===== src/design/bounded_priority_queue_drop_oldest_assert.svh =====
// assertion macros used by the priority queue datapath
`ifndef BOUNDED_PRIORITY_QUEUE_DROP_OLDEST_ASSERT_SVH
`define BOUNDED_PRIORITY_QUEUE_DROP_OLDEST_ASSERT_SVH

// antecedent holds in this cycle, consequent in the same cycle
`define BPQ_ASSERT_IMP(label, ante, cons) \
    label: assert property (@(posedge clk) disable iff (!rst_n) (ante) |-> (cons)) \
        else $error("bpq assertion failed");

// antecedent holds in this cycle, consequent in the next cycle
`define BPQ_ASSERT_NXT(label, ante, cons) \
    label: assert property (@(posedge clk) disable iff (!rst_n) (ante) |=> (cons)) \
        else $error("bpq assertion failed");

`endif


===== src/design/bpq_pkg.sv =====
// shared types, constants and helpers of the bounded priority queue
package bpq_pkg;

    localparam int QUEUE_LIMIT = 48;
    localparam int SLOT_COUNT  = QUEUE_LIMIT + 1;
    localparam int SLOT_W      = $clog2(SLOT_COUNT);
    localparam int CNT_W       = 6;
    localparam int DROP_W      = 32;
    localparam int IN_DATA_W   = 88;
    localparam int OUT_DATA_W  = 128;
    localparam int OUT_USER_W  = 2;
    localparam int OUT_PAD_W   = OUT_DATA_W - 88 - CNT_W - DROP_W;

    // handle in the lowest bits, then time, then priority
    typedef struct packed {
        logic [7:0]  entry_priority;
        logic [63:0] arrival_time;
        logic [15:0] entry_handle;
    } entry_t;

    typedef enum logic {
        CMD_PUSH = 1'b0,
        CMD_POP  = 1'b1
    } cmd_code_t;

    typedef enum logic [3:0] {
        ST_IDLE,
        ST_HEAD_RD,
        ST_HEAD_CAP,
        ST_SHIFT_RD,
        ST_SHIFT_WR,
        ST_SHRINK,
        ST_INS_INIT,
        ST_INS_CHK,
        ST_INS_WR,
        ST_FINISH
    } state_t;

    typedef struct packed {
        logic load_in;
        logic rd_head;
        logic cap_head;
        logic rd_idx;
        logic rd_idx_m1;
        logic shift_wr;
        logic shrink;
        logic idx_init;
        logic move_up;
        logic write_new;
        logic load_out;
    } ctrl_cmd_t;

    typedef struct packed {
        logic is_pop;
        logic count_zero;
        logic count_full;
        logic count_gt1;
        logic shift_more;
        logic idx_zero;
        logic new_before;
        logic out_free;
    } dp_status_t;

    // true if x is served strictly before y
    function automatic logic goes_before(entry_t x, entry_t y);
        logic res;
        if (x.arrival_time != y.arrival_time)
        begin
            res = (x.arrival_time < y.arrival_time);
        end
        else
        begin
            res = (x.entry_priority > y.entry_priority);
        end
        return res;
    endfunction

endpackage


===== src/design/bpq_ctrl.sv =====
// sequencer that steps the slot memory through pop, evict and insert
module bpq_ctrl
    import bpq_pkg::*;
(
    input  logic       clk,
    input  logic       rst_n,
    input  logic       s_tvalid,
    output logic       s_tready,
    input  logic       s_tuser,
    input  dp_status_t status,
    output ctrl_cmd_t  cmd
);

    state_t state_reg, state_next;

    always_ff @(posedge clk or negedge rst_n)
    begin
        if (!rst_n)
        begin
            state_reg <= ST_IDLE;
        end
        else
        begin
            state_reg <= state_next;
        end
    end

    always_comb
    begin
        state_next = state_reg;
        case (state_reg)
            ST_IDLE:
            begin
                if (s_tvalid)
                begin
                    if (s_tuser == CMD_POP)
                    begin
                        state_next = status.count_zero ? ST_FINISH : ST_HEAD_RD;
                    end
                    else
                    begin
                        state_next = status.count_full ? ST_HEAD_RD : ST_INS_INIT;
                    end
                end
            end
            ST_HEAD_RD:  state_next = ST_HEAD_CAP;
            ST_HEAD_CAP: state_next = status.count_gt1 ? ST_SHIFT_RD : ST_SHRINK;
            ST_SHIFT_RD: state_next = ST_SHIFT_WR;
            ST_SHIFT_WR: state_next = status.shift_more ? ST_SHIFT_RD : ST_SHRINK;
            ST_SHRINK:   state_next = status.is_pop ? ST_FINISH : ST_INS_INIT;
            ST_INS_INIT: state_next = ST_INS_CHK;
            ST_INS_CHK:  state_next = status.idx_zero ? ST_FINISH : ST_INS_WR;
            ST_INS_WR:   state_next = status.new_before ? ST_INS_CHK : ST_FINISH;
            ST_FINISH:
            begin
                if (status.out_free)
                begin
                    state_next = ST_IDLE;
                end
            end
            default:     state_next = ST_IDLE;
        endcase
    end

    always_comb
    begin
        cmd      = '0;
        s_tready = 1'b0;
        case (state_reg)
            ST_IDLE:
            begin
                s_tready    = 1'b1;
                cmd.load_in = s_tvalid;
            end
            ST_HEAD_RD:  cmd.rd_head  = 1'b1;
            ST_HEAD_CAP: cmd.cap_head = 1'b1;
            ST_SHIFT_RD: cmd.rd_idx   = 1'b1;
            ST_SHIFT_WR: cmd.shift_wr = 1'b1;
            ST_SHRINK:   cmd.shrink   = 1'b1;
            ST_INS_INIT: cmd.idx_init = 1'b1;
            ST_INS_CHK:
            begin
                // reached the head: new entry goes to slot zero
                cmd.write_new = status.idx_zero;
                cmd.rd_idx_m1 = !status.idx_zero;
            end
            ST_INS_WR:
            begin
                cmd.move_up   = status.new_before;
                cmd.write_new = !status.new_before;
            end
            ST_FINISH:   cmd.load_out = status.out_free;
            default:     cmd = '0;
        endcase
    end

endmodule

===== config.mk =====
export PLATFORM = sky130hd
export DESIGN_NAME = bpq_ctrl
export DESIGN_NICKNAME = d
export VERILOG_FILES = /design/src/design/bounded_priority_queue_drop_oldest_assert.svh /design/src/design/bpq_pkg.sv /design/src/design/bpq_ctrl.sv
export SDC_FILE = /design/constraint.sdc
export NUM_CORES = 1
export LEC_CHECK = 0
export ABC_AREA = 1
export BUFFER_PORTS_ARGS = -buffer_cell sky130_fd_sc_hd__buf_2
export CORE_AREA = 2 2 39 41
export CTS_BUF_LIST = sky130_fd_sc_hd__clkbuf_8
export DETAILED_ROUTE_END_ITERATION = 7
export DIE_AREA = 0 0 41 43
export HOLD_SLACK_MARGIN = 0.12
export PLACE_DENSITY = 0.73
export RECOVER_POWER = 25
export SLEW_MARGIN = 15
export SYNTH_ARGS = -nofsm -noshare
export SYNTH_HDL_FRONTEND = slang
export SYNTH_SLANG_ARGS = --single-unit

===== constraint.sdc =====
create_clock -name clk -period 1 [get_ports clk]
set_input_delay 0.05 -clock clk [delete_from_list [all_inputs] [get_ports clk]]
set_output_delay 0.05 -clock clk [all_outputs]
set_load 0.005 [all_outputs]

# ---- After elaboration in Yosys (flattened, before gate mapping)
# Index checks and enable logic that the tools add are counted.
# Widths: inputs -> output; s select.
dict set report word_totals {
  regBits 4
  output_inout_bits 12
  in_bits 12
  wordCells 39
}
dict set report op_classes {
  n_eq_ne 11
  muxes 23
  n_reduce_logical 4
}
# cell count
set ops {}
lappend ops {{$pmux 4 s10} 1}
lappend ops {{$mux 4} 6}
lappend ops {{$eq 4x3->1 const B} 4}
lappend ops {{$mux 1} 12}
lappend ops {{$mux 3} 3}
lappend ops {{$eq 4x2->1 const B} 2}
lappend ops {{$eq 4x4->1 const B} 2}
lappend ops {{$eq 4x1->1 const B} 1}
lappend ops {{$logic_not 4->1} 1}
lappend ops {{$ne 2x2->1 const B} 2}
lappend ops {{$logic_not 1->1} 2}
lappend ops {{$pmux 1 s2} 1}
lappend ops {{$reduce_and 2->1} 1}

# ---- Logic depth before layout (Yosys ltp)
# Gate-level depths: netlist of the first run.
dict set report depth {
  depth_word 4
  mapped_depth 8
  ltp_nobuf 8
}

# ---- Worst setup path after synthesis of the first run
# No wires, ideal clock.
dict set report synth_timing {
  path_kind {register to register}
  from {register state_reg[3]}
  to {register state_reg[0]}
  arrival_time_ps 1058
  setup_slack_ps -178
  path_buffers 0
  period_less_slack_ps 1178
  stages_incl_launch_ff 9
  setup_time_ps 120
  cell_sequence {dfrtp_1 > inv_2 > nand2_2 > nor2_1 > nand2_1 > nand2_1 > inv_2 > nand2_1 > nand2_1}
}
dict set report synth_between {
  elab_chain_cells 3
  elab_cells_between_ends 14
}
# item line_no
set synth_lines {}
lappend synth_lines {{from (decl)} bpq_ctrl.sv:14} ;# state_t state_reg, state_next;
lappend synth_lines {{from (signal assigned)} bpq_ctrl.sv:24} ;# state_reg <= state_next;
lappend synth_lines {{$eq 4x4->1 or $logic_not 4->1 (tied branches)} bpq_ctrl.sv:31} ;# case (state_reg)
lappend synth_lines {{$ne 2x2->1 (no source line)} --}
lappend synth_lines {{$reduce_and 2->1 (no source line)} --}
# Several ways; a longest one is shown, not always the timed one.
# A chain may end at the register's enable or synchronous reset.

==> results of run 1 <==
[cell type report]
type                    instances  area [um^2]  area share (%)
multi-input cells              63          358            40.5
repair buffers                 43          289            32.7
flip-flops and latches          4          104            11.7
inverters                      18         72.6            8.20
clock buffers                   3         41.3            4.67
well taps                      16         20.0            2.26
[cells by family after synthesis]
kind of cell | share of synthesized area, %
and+or+nand+nor | 59.2
DFF | 21.9
AOI/OAI and AO/OA | 4.11
buffers and inverters | 14.8
[per-layer routing]
metal	up-vias	global-route usage (%)
met1	303	24.8
met3	2	2.62
met4	0	9.33
met2	20	35.0
li1	358	-
met5	-	0
[worst max-delay path, cell delays in order (launching register included)]
cell     delay [ns]
dfrtp_2        0.45
buf_4          0.17
nor3_1         0.32
buf_2          0.18
[cell usage in the layout, fill, tap and decap left out, drive strengths merged]
cell         count
nor2            16
nand4            6
dfrtp            4
nor4             1
nand3            6
buf             41
a21oi            2
nor3             2
inv             18
clkbuf           4
o21ai            1
dlygate4sd3      1
nand2           29
[power by group through the flow]
stage	logic, uW	registers, uW	clock network [uW]
final	1800	385	340
after global placement	1240	359	0
after floorplan	732	339	0
after global routing	1960	404	354
after detailed placement	1260	353	0
after CTS	1540	365	346
[stage by stage]
step                util (%)  cells  setup slack (ns)  power [uW]
floorplan                  -     85            -0.104        1070
global placement        49.5    135            -0.243        1600
finish                  63.9    147            -0.391        2530
CTS                     59.9    147            -0.260        2260
global route            63.9    147            -0.370        2710
detailed placement      49.5    135            -0.225        1620
[path summary, 6_finish.rpt]
| check | endpoint | from | slack (ns) |
|---|---|---|---|
| hold reg to reg | state_reg[1]$_DFFE_PN0P_ | state_reg[3]$_DFFE_PN0P_ | 0.80 |
| setup / recovery | cmd[8] | state_reg[0]$_DFFE_PN0P_ | -0.39 |
| max in group asynchronous | state_reg[0]$_DFFE_PN0P_ | rst_n | 0.61 |
| hold / removal | state_reg[3]$_DFFE_PN0P_ | status[7] | 0.18 |
| min in group asynchronous | state_reg[2]$_DFFE_PN0P_ | rst_n | 0.19 |
| setup reg to reg | state_reg[0]$_DFFE_PN0P_ | state_reg[0]$_DFFE_PN0P_ | -0.27 |
[timing repair]
| item | in CTS | in global routing |
|---|---|---|
| setup buffers | 8 | 0 |
| gates resized for setup | 9 | 15 |
| gates cloned | 0 | 0 |
| endpoints found under the setup margin | 16 | 16 |
| endpoints found under the hold margin | 4 | 0 |
| pin swaps | 7 | 2 |
| hold buffers | 1 | 0 |
==> results.sh, run 1 <==
export IMPL_outcome="finished, violations left"
export IMPL_violations="negative setup slack"
export IMPL_cap_violations=0
export IMPL_via_per_inst=4.65
export IMPL_post_dp_cell_area_um2=684
export IMPL_grt_max_degree=8
export IMPL_grt_pass1_wl_um=2530
export IMPL_ys_types=14
export IMPL_slew_headroom_pct=75.8
export IMPL_worstPathRequired_ns=0.95
export IMPL_ios=24
export IMPL_dr_wl_met2_um=888
export IMPL_p_sw_uw=1160
export IMPL_route_vias_total=683
export IMPL_ys_seq_elements=4
export IMPL_drive_gt1_share_pct=54.2
export IMPL_fin_crit_sh_pct=139
export IMPL_netlist_top_cells_count="nand2_1, inv_1, nor2_1"
export IMPL_root_buffer="clkbuf_8"
export IMPL_met1_length_um=662
export IMPL_htreeDepth=1
export IMPL_powerDensity_nw_per_um2=2860
export IMPL_async_flop_share_pct=100
export IMPL_clk_insertion_delay_late_ns=0.22
export IMPL_port_buffers=23
export IMPL_finalHoldViolCount=0
export IMPL_diodes=0
export IMPL_dpl_hpwl_um=1110
export IMPL_cts_tree="yes"
export IMPL_ys_warnings_count=0
export IMPL_drv_slew=0
export IMPL_syn_nets=97
export IMPL_floorplan_initialDensity_pct=33.0
export IMPL_cp_end_kind="primary output"
export IMPL_timing_fmax_mhz=719
export IMPL_yosysTopAreaCell="nand2_1"
export IMPL_synthTopCellsByArea="nand2_1, dfrtp_1, inv_1"
export IMPL_cts_clk_slew_worst_paths_ns=0.03
export IMPL_rows=14
export IMPL_grt_overflow=0
export IMPL_synth_edf_count=0
export IMPL_drt_first_pass_iters=4
export IMPL_comb_power_share_pct=71.3
export IMPL_fillers=131
export IMPL_cp_arrival_ns=1.34
export IMPL_syn_to_final_growth_pct=93.7
export IMPL_stdcell_area_um2=885
export IMPL_core_um2=1380
export IMPL_r2r_cells=6
export IMPL_grt_util_all_layers_pct=20.9
export IMPL_dieWidth_um=41
export IMPL_intPower_uw=1370
export IMPL_dr_wl_met3_um=80
export IMPL_min_period_ns=1.39
export IMPL_power_frac_seq_pct=15.2
export IMPL_largest_register_ff_count=4
export IMPL_skew_ns=0.000314
export IMPL_cts_num_sinks=4
export IMPL_power_leakage_uw=0.000551
export IMPL_die_area_um2=1760
export IMPL_tightest_slew_ns=0.360
export IMPL_hold_class="input port to register"
export IMPL_ant_nets=0
export IMPL_synth_area_um2=457
export IMPL_gp_congestion=0.862
export IMPL_setup_slack_ns=-0.391
export IMPL_holdWs_ns=0.182
export IMPL_rsz0062_at_grt="yes"
export IMPL_totalWireLength_um=1650
export IMPL_p_clk_share_pct=13.5
export IMPL_worstPathMaxFanout=4
export IMPL_sw_frac_of_total_pct=45.8
export IMPL_maxUsedRoutingLayer="met4"
export IMPL_hold_depth=5
export IMPL_worst_setup_path_type="register to primary output"
export IMPL_nets=145
export IMPL_drt_iter0_markers=6
export IMPL_start_kind="register"
export IMPL_finalSetupTns_ns=-3.73
export IMPL_syn_area_per_cell_um2=5.37
export IMPL_fp_dieH_um=43
export IMPL_netlist_area_leader_share_pct=23.0
export IMPL_drc=0
export IMPL_yosysMostFrequentCell="nand2_1"
export IMPL_antenna_found_initial=0
export IMPL_finalSetupViolations=16
export IMPL_synth_cells=85
export IMPL_yosysSeqAreaShare_pct=21.9
export IMPL_clk_path_buf_depth=2
export IMPL_routedWlPerCell_um=11.2
export IMPL_irDropWorstVdd_mv=1.40
export IMPL_first_global_vias=621
export IMPL_cts_buffers=3
export IMPL_synth_main_ff_cell="dfrtp_1"
No activity file was read; power rests on OpenSTA's default activity.
==> inputs of run 2 (changes only) <==
--- a/config.mk
+++ b/config.mk
@@ -12,7 +12,7 @@
 export DETAILED_ROUTE_END_ITERATION = 7
 export DIE_AREA = 0 0 41 43
 export HOLD_SLACK_MARGIN = 0.12
-export PLACE_DENSITY = 0.73
+export PLACE_DENSITY = 0.71
 export RECOVER_POWER = 25
 export SLEW_MARGIN = 15
 export SYNTH_ARGS = -nofsm -noshare
==> constraint.sdc (replaced) <==
create_clock -name clk -period 1.5 [get_ports clk]
set_input_delay 0.075 -clock clk [delete_from_list [all_inputs] [get_ports clk]]
set_output_delay 0.075 -clock clk [all_outputs]
set_load 0.005 [all_outputs]
==> run 2 against run 1 <==
Effect of this change:
- global-route usage fell by 3.1 points
- power shrank 55%
- largest power group unchanged
- wire length fell by 19%
- hold slack gained 0.021 ns
- sequential power decreased by 37%
- non-clock buffer count shrank 19
- via count shrank 11%
- sequential share of layout area increased by 3.9 points
- the run now ends clean
- combinational power shrank 64%
- setup slack gained 0.51 ns
- die area is the same
- first-iteration DRC count grew 130%
==> results.sh, run 2 (synthesis gave the netlist of run 1 again) <==
export IMPL_cts_setup_buffers=0
export IMPL_timing_fmax_mhz=722
export IMPL_r2r_cells=7
export IMPL_hold_path_end="state_reg[0]$_DFFE_PN0P_"
export IMPL_irDropWorstVdd_mv=0.837
export IMPL_htreeDepth=1
export IMPL_worstPathMaxFanout=7
export IMPL_gp_congestion=0.888
export IMPL_worst_setup_path_type="register to primary output"
export IMPL_fp_dieH_um=43
export IMPL_hold_depth=4
export IMPL_syn_to_final_growth_pct=40.5
export IMPL_cap_violations=0
export IMPL_dieWidth_um=41
export IMPL_clk_path_buf_depth=2
export IMPL_drive_gt1_share_pct=31.3
export IMPL_ff2ff_setup_slack_ns=0.21
export IMPL_final_common_cell="nand2_1"
export IMPL_power_uw=1130
export IMPL_grt_util_all_layers_pct=17.8
export IMPL_cts_resized_gates=0
export IMPL_skew_ns=0.00284
export IMPL_crit_path_top_delay_cell="dfrtp_1"
export IMPL_dr_wl_met2_um=679
export IMPL_drt_iter0_markers=14
export IMPL_via_per_inst=4.77
export IMPL_cp_cell_sequence="nor2_2 > nand4_1 > inv_1 > buf_2"
export IMPL_finalSetupTns_ns=0
export IMPL_finalSetupViolations=0
export IMPL_antenna_found_initial=0
export IMPL_maxUsedRoutingLayer="met4"
export IMPL_first_global_vias=510
export IMPL_outcome="completed"
export IMPL_cts_buffers=3
export IMPL_hold_buffers=1
export IMPL_slew_headroom_pct=80.3
export IMPL_grt_overflow=0
export IMPL_rows=14
export IMPL_layout_common_cells="nand2_1, buf_2, inv_1"
export IMPL_cts_tree="yes"
export IMPL_die_area_um2=1760
export IMPL_totalWireLength_um=1330
export IMPL_cts_num_sinks=4
export IMPL_power_leakage_uw=0.000446
export IMPL_stdcell_area_um2=642
export IMPL_drt_first_pass_iters=4
export IMPL_post_dp_cell_area_um2=592
export IMPL_nets=126
export IMPL_grt_max_degree=8
export IMPL_route_vias_total=611
export IMPL_floorplan_initialDensity_pct=33.0
export IMPL_worstPathRequired_ns=1.42
export IMPL_min_period_ns=1.38
export IMPL_clk_insertion_delay_late_ns=0.22
export IMPL_ios=24
export IMPL_r2r_start="state_reg[0]$_DFFE_PN0P_"
export IMPL_port_buffers=23
export IMPL_grt_pass1_wl_um=2080
export IMPL_dpl_hpwl_um=1090
export IMPL_cts_clk_slew_worst_paths_ns=0.03
export IMPL_tightest_slew_ns=0.296
export IMPL_powerDensity_nw_per_um2=1750
export IMPL_cp_arrival_ns=1.31
export IMPL_fin_crit_sh_pct=92.3
export IMPL_fin_cells=128
export IMPL_dr_wl_met3_um=59
export IMPL_root_buffer="clkbuf_8"
export IMPL_hold_start="status[0]"
export IMPL_fillers=162
export IMPL_drv_slew=0
export IMPL_slowest_delay_ns=0.46
export IMPL_dp_cells=124
export IMPL_ant_nets=0
export IMPL_r2r_end="state_reg[3]$_DFFE_PN0P_"
export IMPL_met1_length_um=565
export IMPL_finalHoldViolCount=0
export IMPL_cp_end_kind="primary output"
export IMPL_routedWlPerCell_um=10.4
export IMPL_drc=0
export IMPL_diodes=0
export IMPL_start_kind="register"
export IMPL_hold_class="input port to register"
export IMPL_holdWs_ns=0.203
export IMPL_largest_register_ff_count=4
export IMPL_core_um2=1380
export IMPL_rsz0062_at_grt="no"
run 2: per-layer routing:
layer | track usage (%) | vias up
li1 | - | 319
met1 | 24.3 | 269
met2 | 25.6 | 21
met3 | 1.57 | 2
met4 | 11.3 | 0
met5 | 0 | -
run 2: stage by stage:
stage | utilization [%] | worst slack, ns
floorplan | - | 0.322
global placement | 42.8 | 0.238
detailed placement | 42.8 | 0.212
CTS | 46.5 | 0.128
global route | 46.4 | 0.0245
finish | 46.4 | 0.116
run 2: worst max path at each step:
stage | startpoint | to | slack (ns) | cells after the start
floorplan | state_reg[3]$_DFFE_PN0P_ | state_reg[0]$_DFFE_PN0P_ | 0.32 | 8
global placement | state_reg[0]$_DFFE_PN0P_ | state_reg[0]$_DFFE_PN0P_ | 0.24 | 7
detailed placement | state_reg[0]$_DFFE_PN0P_ | state_reg[3]$_DFFE_PN0P_ | 0.21 | 7
CTS | state_reg[1]$_DFFE_PN0P_ | cmd[2] | 0.13 | 4
global route | state_reg[1]$_DFFE_PN0P_ | cmd[2] | 0.02 | 4
finish | state_reg[1]$_DFFE_PN0P_ | cmd[2] | 0.12 | 4
run 2: worst max-delay path, delay by kind of cell (launching register included):
kind / cells / cell delay [ns]
buffers and inverters: 2 / 0.20
flip-flops: 1 / 0.46
AND/OR/NAND/NOR: 2 / 0.44
run 2: area by class of cell:
type | count | area (um^2) | area share [%]
inverter | 18 | 67.6 | 10.5
multi-input combinational | 63 | 289 | 45.0
timing repair buffer | 24 | 124 | 19.3
sequential | 4 | 100 | 15.6
clock buffer | 3 | 41.3 | 6.43
tap | 16 | 20.0 | 3.12
run 2: power breakdown:
group / switching (uW) / internal (uW) / leakage [uW]
registers: 85.3 / 156 / 0.0000511
clock network: 58.7 / 171 / 0.0000216
logic: 414 / 241 / 0.000373
total: 558 / 568 / 0.000446
==> inputs of run 3 (changes only) <==
--- a/config.mk
+++ b/config.mk
@@ -8,7 +8,6 @@
 export ABC_AREA = 1
 export BUFFER_PORTS_ARGS = -buffer_cell sky130_fd_sc_hd__buf_2
 export CORE_AREA = 2 2 39 41
-export CTS_BUF_LIST = sky130_fd_sc_hd__clkbuf_8
 export DETAILED_ROUTE_END_ITERATION = 7
 export DIE_AREA = 0 0 41 43
 export HOLD_SLACK_MARGIN = 0.12
==> run 3 against run 2 <==
Effect of this change:
- fmax is 3.6% higher
- flip-flop and latch count stayed put
- combinational power is 0.6% higher
- count of clock-buffer cells in the layout stayed put
- cell count stayed put
- critical path depth is 3 higher
- utilization is 0.99 points lower
- power is 6.5% lower
- clock skew is 0.0013 ns higher
- design area is 2.1% lower
- wire length is 0.60% lower
- critical path type is now register to register
- critical endpoint is now state_reg[3]$_DFFE_PN0P_
- largest cell class unchanged
==> results.sh, run 3 (synthesis gave the netlist of run 1 again) <==
export IMPL_setup_slack_ns=0.164
export IMPL_slew_headroom_pct=78.9
export IMPL_cts_tree="yes"
export IMPL_timing_fmax_mhz=748
export IMPL_met2_usage_pct=25.6
export IMPL_crit_path_top_delay_cell="dfrtp_1"
export IMPL_grt_max_degree=8
export IMPL_first_global_vias=513
export IMPL_finalHoldViolCount=0
export IMPL_antenna_found_initial=0
export IMPL_worstPathRequired_ns=1.62
export IMPL_cp_cell_sequence="inv_2 > nor2_2 > nand4_1 > nand2_1 > inv_2 > o21ai_2 > nand2_1"
export IMPL_root_buffer="clkbuf_4"
export IMPL_cap_violations=0
export IMPL_outcome="completed"
export IMPL_tightest_slew_ns=0.317
export IMPL_nets=126
export IMPL_grt_util_all_layers_pct=17.8
export IMPL_sw_frac_of_total_pct=53.2
export IMPL_dp_cells=124
export IMPL_rsz0062_at_grt="no"
export IMPL_grt_overflow=0
export IMPL_cts_buffers=3
export IMPL_die_area_um2=1760
export IMPL_drt_iter0_markers=16
export IMPL_clk_insertion_delay_late_ns=0.24
export IMPL_post_dp_cell_area_um2=592
export IMPL_drv_slew=0
export IMPL_largest_register_ff_count=4
export IMPL_ant_nets=0
export IMPL_p_sw_uw=560
export IMPL_ios=24
export IMPL_htreeDepth=1
export IMPL_fp_dieH_um=43
export IMPL_skew_ns=0.00412
export IMPL_power_leakage_uw=0.000439
export IMPL_grt_pass1_wl_um=2080
export IMPL_clk_path_buf_depth=2
export IMPL_drt_first_pass_iters=4
export IMPL_diodes=0
export IMPL_worstPathMaxFanout=6
export IMPL_syn_to_final_growth_pct=37.5
export IMPL_routedWlPerCell_um=10.3
export IMPL_cp_end_kind="register"
export IMPL_min_period_ns=1.34
export IMPL_comb_power_share_pct=62.7
export IMPL_irDropWorstVdd_mv=0.804
export IMPL_p_clk_share_pct=13.5
export IMPL_cts_clk_slew_worst_paths_ns=0.04
export IMPL_fin_crit_sh_pct=89.1
export IMPL_holdWs_ns=0.178
export IMPL_start_kind="register"
export IMPL_dpl_hpwl_um=1090
export IMPL_grt_util_met1_pct=24.3
export IMPL_worst_setup_path_type="register to register"
export IMPL_finalSetupViolations=0
export IMPL_totalWireLength_um=1320
export IMPL_slowest_delay_ns=0.47
export IMPL_power_frac_seq_pct=23.8
export IMPL_finalSetupTns_ns=0
export IMPL_rows=14
export IMPL_intPower_uw=492
export IMPL_final_common_cell="nand2_1"
export IMPL_dieWidth_um=41
export IMPL_cts_num_sinks=4
export IMPL_powerDensity_nw_per_um2=1680
export IMPL_floorplan_initialDensity_pct=33.0
export IMPL_hold_class="input port to register"
export IMPL_use_met3_pct=1.57
export IMPL_drc=0
export IMPL_port_buffers=23
export IMPL_layout_common_cells="nand2_1, buf_2, inv_1"
export IMPL_post_place_ws_ns=0.212
export IMPL_fin_cells=128
export IMPL_via_per_inst=4.75
export IMPL_core_um2=1380
export IMPL_cp_arrival_ns=1.46
export IMPL_route_vias_total=608
export IMPL_drive_gt1_share_pct=32.1
export IMPL_grt_busiest_layer="met2"
export IMPL_stdcell_area_um2=628
export IMPL_gp_congestion=0.888
-- run 3: cell counts in the layout (fill, tap and decap cells not counted) --
No cell type changed its count.
-- run 3: final cells by class --
type,count,area [um^2]
multi-input cells,63,294
flip-flops and latches,4,100
fillers,163,756
inverters,18,67.6
repair buffers,24,124
well taps,16,20.0
clock buffers,3,22.5
-- run 3: layer usage --
metal | up-vias | wire (um) | part of all wire (%)
li1 | 321 | - | -
met1 | 268 | 575 | 44
met2 | 17 | 668 | 51
met3 | 2 | 52 | 3.9
met4 | 0 | 21 | 1.6
met5 | - | 0 | 0
-- run 3: worst paths after layout --
kind | from | end | slack, ns | cells past startpoint
max reg2reg | state_reg[0]$_DFFE_PN0P_ | state_reg[3]$_DFFE_PN0P_ | 0.16 | 7
max | state_reg[0]$_DFFE_PN0P_ | state_reg[3]$_DFFE_PN0P_ | 0.16 | 7
min in group asynchronous | rst_n | state_reg[0]$_DFFE_PN0P_ | 0.19 | 2
min | status[0] | state_reg[0]$_DFFE_PN0P_ | 0.18 | 4
max in group asynchronous | rst_n | state_reg[2]$_DFFE_PN0P_ | 1.12 | 2
min reg2reg | state_reg[3]$_DFFE_PN0P_ | state_reg[0]$_DFFE_PN0P_ | 0.78 | 2
-- run 3: metrics by stage --
step           power, uW  util [%]
5_1_grt             1170      45.4
3_3_place_gp         888      42.8
6_report            1050      45.4
4_1_cts             1050      45.1
3_5_place_dp         896      42.8
2_1_floorplan        690         -
-- run 3: power by group through the flow --
stage	Combinational [uW]	Clock [uW]	Sequential, uW
after global routing	758	151	256
final	659	142	251
after detailed placement	657	0	240
after global placement	651	0	237
after floorplan	467	0	222
after CTS	661	152	239
-- run 3: timing repair --
item                                   4_1_cts  5_1_grt
endpoints found under the hold margin        4        0
setup endpoints to repair                    0        1
buffers inserted                             0        0
resized for setup                            0        1
hold buffers                                 1        0
-- run 3: worst max-delay path: cells and delay by family (launching register included) --
kind / cells / cell delay (ns)
buf+inv: 2 / 0.16
flops: 1 / 0.47
compound gates: 1 / 0.05
simple gates: 4 / 0.52
